`src/design/srtt_pkg.sv`:
```
// ----------------------------------------------------------------------------
// srtt_pkg
// Shared types and constants for the sorted sample table: request codes,
// result status codes, field widths and the controller/datapath interface.
// ----------------------------------------------------------------------------
package srtt_pkg;

    // default table size
    localparam int DEF_TABLE_DEPTH = 1024;

    // field widths
    localparam int KIND_W      = 2;
    localparam int SAMPLE_W    = 32;
    localparam int RANK_W      = 10;
    localparam int STATUS_W    = 2;
    localparam int TS_W        = 32;
    localparam int COUNT_OUT_W = 11;
    localparam int SECS_W      = 13;

    // window register reset value
    localparam logic [SECS_W-1:0] SECS_RESET = 13'd10;

    // scaling constants
    localparam logic [19:0]       US_PER_S   = 20'd1000000;
    localparam logic [SAMPLE_W:0] FULL_SCALE = 33'h0_FFFF_FFFF;

    // request kinds
    typedef enum logic [KIND_W-1:0] {
        KIND_INSERT = 2'd0,
        KIND_READ   = 2'd1,
        KIND_CLEAR  = 2'd2
    } t_kind;

    // result status codes
    typedef enum logic [STATUS_W-1:0] {
        ST_OK    = 2'd0,
        ST_FULL  = 2'd1,
        ST_RANGE = 2'd2
    } t_status;

    // controller to datapath commands
    typedef struct packed {
        logic    capture;    // latch a new request
        logic    clear;      // empty the table
        logic    rd_rank;    // read the entry at the requested rank
        logic    rd_ins;     // first read of the insert scan
        logic    ins_shift;  // move an entry up one place
        logic    ins_place;  // write the new sample, bump the count
        logic    scale_en;   // advance the scaling pipeline
        logic    ts_load;    // take the final scaled value
        logic    status_we;  // write the status code below
        t_status status;
        logic    out_load;   // move the result into the output register
    } t_dp_cmd;

    // datapath to controller status
    typedef struct packed {
        t_kind kind;
        logic  full;
        logic  rank_bad;
        logic  shift_go;
    } t_dp_stat;

endpackage

```
`src/design/srtt_ctrl.sv`:
```
// ----------------------------------------------------------------------------
// srtt_ctrl
// Controller: sequences one request at a time through dispatch, the insert
// scan or the read and scale steps, and hands the result to the output
// register when it is free.
// ----------------------------------------------------------------------------
module srtt_ctrl
    import srtt_pkg::*;
(
    input  logic     i_clk,
    input  logic     i_rst_n,
    input  logic     i_in_valid,
    output logic     o_in_ready,
    output logic     o_out_valid,
    input  logic     i_out_ready,
    input  t_dp_stat i_stat,
    output t_dp_cmd  o_cmd
);

    typedef enum logic [3:0] {
        S_IDLE,
        S_DISPATCH,
        S_INS_CMP,
        S_RD_MUL1,
        S_RD_MUL2,
        S_RD_SUM,
        S_RD_FOLD,
        S_RD_QUOT,
        S_FINISH
    } t_state;

    t_state r_state;
    t_state n_state;
    logic   r_out_valid;
    logic   n_out_valid;

    // next state and commands
    always_comb begin
        n_state     = r_state;
        o_cmd       = '0;
        o_cmd.status = ST_OK;
        n_out_valid = r_out_valid & ~i_out_ready;
        case (r_state)
            S_IDLE: begin
                if (i_in_valid) begin
                    o_cmd.capture = 1'b1;
                    n_state       = S_DISPATCH;
                end
            end
            S_DISPATCH: begin
                case (i_stat.kind)
                    KIND_INSERT: begin
                        if (i_stat.full) begin
                            o_cmd.status_we = 1'b1;
                            o_cmd.status    = ST_FULL;
                            n_state         = S_FINISH;
                        end else begin
                            o_cmd.rd_ins = 1'b1;
                            n_state      = S_INS_CMP;
                        end
                    end
                    KIND_READ: begin
                        if (i_stat.rank_bad) begin
                            o_cmd.status_we = 1'b1;
                            o_cmd.status    = ST_RANGE;
                            n_state         = S_FINISH;
                        end else begin
                            o_cmd.rd_rank = 1'b1;
                            n_state       = S_RD_MUL1;
                        end
                    end
                    KIND_CLEAR: begin
                        o_cmd.clear = 1'b1;
                        n_state     = S_FINISH;
                    end
                    default: begin
                        n_state = S_FINISH;
                    end
                endcase
            end
            // one entry moved per cycle until the slot is found
            S_INS_CMP: begin
                if (i_stat.shift_go) begin
                    o_cmd.ins_shift = 1'b1;
                end else begin
                    o_cmd.ins_place = 1'b1;
                    n_state         = S_FINISH;
                end
            end
            S_RD_MUL1: begin
                o_cmd.scale_en = 1'b1;
                n_state        = S_RD_MUL2;
            end
            S_RD_MUL2: begin
                o_cmd.scale_en = 1'b1;
                n_state        = S_RD_SUM;
            end
            S_RD_SUM: begin
                o_cmd.scale_en = 1'b1;
                n_state        = S_RD_FOLD;
            end
            S_RD_FOLD: begin
                o_cmd.scale_en = 1'b1;
                n_state        = S_RD_QUOT;
            end
            S_RD_QUOT: begin
                o_cmd.ts_load = 1'b1;
                n_state       = S_FINISH;
            end
            // wait for the output register to free up
            S_FINISH: begin
                if (!r_out_valid || i_out_ready) begin
                    o_cmd.out_load = 1'b1;
                    n_out_valid    = 1'b1;
                    n_state        = S_IDLE;
                end
            end
            default: begin
                n_state = S_IDLE;
            end
        endcase
    end

    // state and output valid
    always_ff @(posedge i_clk) begin
        if (!i_rst_n) begin
            r_state     <= S_IDLE;
            r_out_valid <= 1'b0;
        end else begin
            r_state     <= n_state;
            r_out_valid <= n_out_valid;
        end
    end

    assign o_in_ready  = (r_state == S_IDLE);
    assign o_out_valid = r_out_valid;

endmodule

```
`config.mk`:
```
export PLATFORM = sky130hd
export DESIGN_NAME = srtt_ctrl
export DESIGN_NICKNAME = d
export VERILOG_FILES = /design/src/design/srtt_pkg.sv /design/src/design/srtt_ctrl.sv
export SDC_FILE = /design/constraint.sdc
export NUM_CORES = 1
export LEC_CHECK = 0
export BUFFER_PORTS_ARGS = -buffer_cell sky130_fd_sc_hd__clkbuf_2
export CAP_MARGIN = 20
export CORE_AREA = 2 2 39 41
export CTS_CLUSTER_SIZE = 14
export DETAILED_ROUTE_END_ITERATION = 7
export DIE_AREA = 0 0 41 43
export SKIP_LAST_GASP = 1
export SLEW_MARGIN = 20
export SYNTH_ARGS = -nofsm -noshare
export SYNTH_HDL_FRONTEND = slang
export SYNTH_SLANG_ARGS = --single-unit
```
`constraint.sdc`:
```
create_clock -name i_clk -period 1.5 [get_ports i_clk]
set_input_delay 0.15 -clock i_clk [delete_from_list [all_inputs] [get_ports i_clk]]
set_output_delay 0.15 -clock i_clk [all_outputs]
set_load 0.01 [all_outputs]
```
==> flow_summary.toml <==
[status]
status = "finished clean"

[yosys]
ys_seq_area_frac = 0.249
synth-seq-cells = 5
synth.most_common_cell = "nand2_1"
synthDistinctLibCells = 28
synth_top_cell_by_area = "dfxtp_1"
synth_nets = 58
synthArstFlopShare = 0
synth-compound-area-share = 0.178
synth_commonest_cells = "6 x nand2_1, 5 x dfxtp_1, 4 x nor2_1"
synthAdderAreaFrac = 0
synth-warning-count = 0
syn_inst = 49
synth_xor_area_frac = 0.0218
synth_top_flop_cell = "dfxtp_1"
synth-simple-area-share = 0.505
syn_area_um2 = 402
synth_top_area_frac = 0.249
synth.area.top_cells = "dfxtp_1 25%, nand2_1 5.6%, nor3b_4 4.7%"
muxShareOfSynthArea = 0
synth_top_family_by_area = "simple AND/OR/NAND/NOR gates"
syn_avg_cell_area_um2 = 8.20
synth_edf_count = 0

[sta]
fin_crit_sh = 0.972
hold_ws_ps = 185
max_freq_mhz = 686
maxSlewViolCount = 0
finClkSkew_ps = 4.55
hold_viol_final = 0
finalSetupViolCount = 0
fin_crit_ps = 1460
grt_setup_unrepaired = "yes"
finalSetupTns_ps = 0
slew-limit-headroom = 0.757
worst_pin_slew_ps = 362

[power_and_ir_drop]
swShare = 0.310
p_sw_w = 0.000138
clockPowerShare = 0.347
p_int_w = 0.000307
combPwrFrac = 0.289
seqPwrFrac = 0.363
leakagePower_nw = 0.254
ir_drop_mv = 0.435
p_per_area_nw_per_um2 = 771

[drt]
ant_nets = 0
detailedRoute.firstPassIterationCount = 2
drt_wl_total_um = 930
drc_errors = 0
wl_per_cell_um = 10.3
drt-initial-drc-count = 1
avgViaCountPerCell = 4.79
vias = 431

[worst_setup_path]
required_ps = 1350
crit_type = "reg -> out"
critPathSlowestCell = "dfxtp_4"
critPathMaxFanout = 8
end_kind = "output pin"
cp_data_arrival_time_ps = 1310
start_kind = "register"
worstPathCellList = "and2b_2, nand3_4, nor3b_4, buf_2"
crit_path_max_incr_delay_ps = 360

[final_layout]
drive_gt1_frac = 0.541
areaGrowthSynthToFinish_pct = 43.6
final_util = 0.417
layoutNonFillerInstCount = 90
antenna_cells = 0
layout.nets = 84

[global_routing]
grt_start_max_net_pins = 9
grt_pass1_vias = 379
grt-ovfl-total = 0
antenna_found_initial = 0
grt_pass1_wl_um = 1440
grt_usage = 0.120

[cts]
clock_sinks = 5
cts_buffer_depth = 2
htreeDepth = 1
cts.clk_slew.worst_paths_ps = 50
clock_latency_ps = 240
cts_tree = "done"
cts_buffers = 3
cts_root_buffer = "clkbuf_4"

[worst_hold_path]
worstHoldPathType = "in -> reg"

[floorplanning]
die_area_um2 = 1760
start_util = 0.290
fp.dieH_um = 43
die_w_um = 41
io_pins = 23
core_area_um2 = 1380
row_count = 14

[placement]
place_inst = 85
io_buffer_count = 22
hpwl_um = 744
place.gp.congestion = 0.670

[run]
maxCapViolations = 0
-- flip-flops by register name, summed over array words and instances, names as in the netlist --
name / count
r_state: 4
o_out_valid: 1
-- worst max-delay path: cells and delay by family, from the launching register on --
family        cells  cell delay [ps]
simple gates      3              550
flops             1              360
buf+inv           1              160
-- stage by stage --
stage | total power, W | area (um^2) | setup slack (ps)
global route | 0.000475 | 577 | -11.0
CTS | 0.000451 | 569 | -51.6
detailed placement | 0.000287 | 522 | 108
global placement | 0.000287 | 522 | 113
floorplan | 0.000242 | 402 | 173
finish | 0.000445 | 577 | 42.3
-- path summary, 6_finish.rpt --
| kind | start | end | slack (ps) | depth (start not counted) |
|---|---|---|---|---|
| worst min-delay path | i_rst_n | o_out_valid | 180 | 2 |
| worst min register to register | r_state[3] | r_state[0] | 630 | 2 |
| worst max register to register | r_state[1] | r_state[1] | 170 | 5 |
| worst max-delay path | r_state[1] | o_cmd[9] | 40 | 4 |
-- power by group through the flow --
| stage | clock, W | combinational [W] | sequential (W) |
|---|---|---|---|
| 2_1_floorplan | 0 | 0.0000879 | 0.000154 |
| 4_1_cts | 0.000161 | 0.000130 | 0.000161 |
| 3_3_place_gp | 0 | 0.000127 | 0.000160 |
| 6_report | 0.000154 | 0.000129 | 0.000162 |
| 5_1_grt | 0.000169 | 0.000142 | 0.000164 |
| 3_5_place_dp | 0 | 0.000127 | 0.000161 |
-- cell usage in the layout (no fill, tap or decap), drive strengths merged --
cell    instances
a211oi          1
buf             2
clkinv          2
nand2           6
clkbuf         25
nor3            3
nor4b           2
nor4            2
xnor2           1
nor3b           1
nor2b           3
o21a            2
and2            2
and3            1
a32o            1
and2b           1
dfxtp           5
nand2b          2
o21ai           1
a31oi           1
o31a            2
nor2            5
a21oi           2
nand3           1
-- routing by layer --
layer | GRT usage | up-vias | part of all wire
li1 | - | 231 | -
met1 | 0.116 | 190 | 0.42
met2 | 0.206 | 10 | 0.54
met3 | 0.0471 | 0 | 0.044
met4 | 0.0600 | 0 | 0
met5 | 0 | - | 0
-- logic make-up after synthesis --
logic type      count (synthesis)
simple gates                   29
flops                           5
buf+inv                         4
compound gates                 10
xor+xnor                        1
-- timing repair --
item / CTS / global route
hold buffers: 0 / 0
setup buffers: 1 / 0
endpoints found under the hold margin: 0 / 0
setup endpoints to repair: 3 / 9
pin swaps: 1 / 0
resized for setup: 4 / 5
-- final cells by class --
cell class / instances / area, um^2
clock buffers: 4 / 26.3
flip-flops and latches: 5 / 110
repair buffers: 23 / 118
inverters: 2 / 8.76
multi-input cells: 40 / 294
well taps: 16 / 20.0
fillers: 152 / 807
Note: power is estimated with default switching activity, not from simulation.
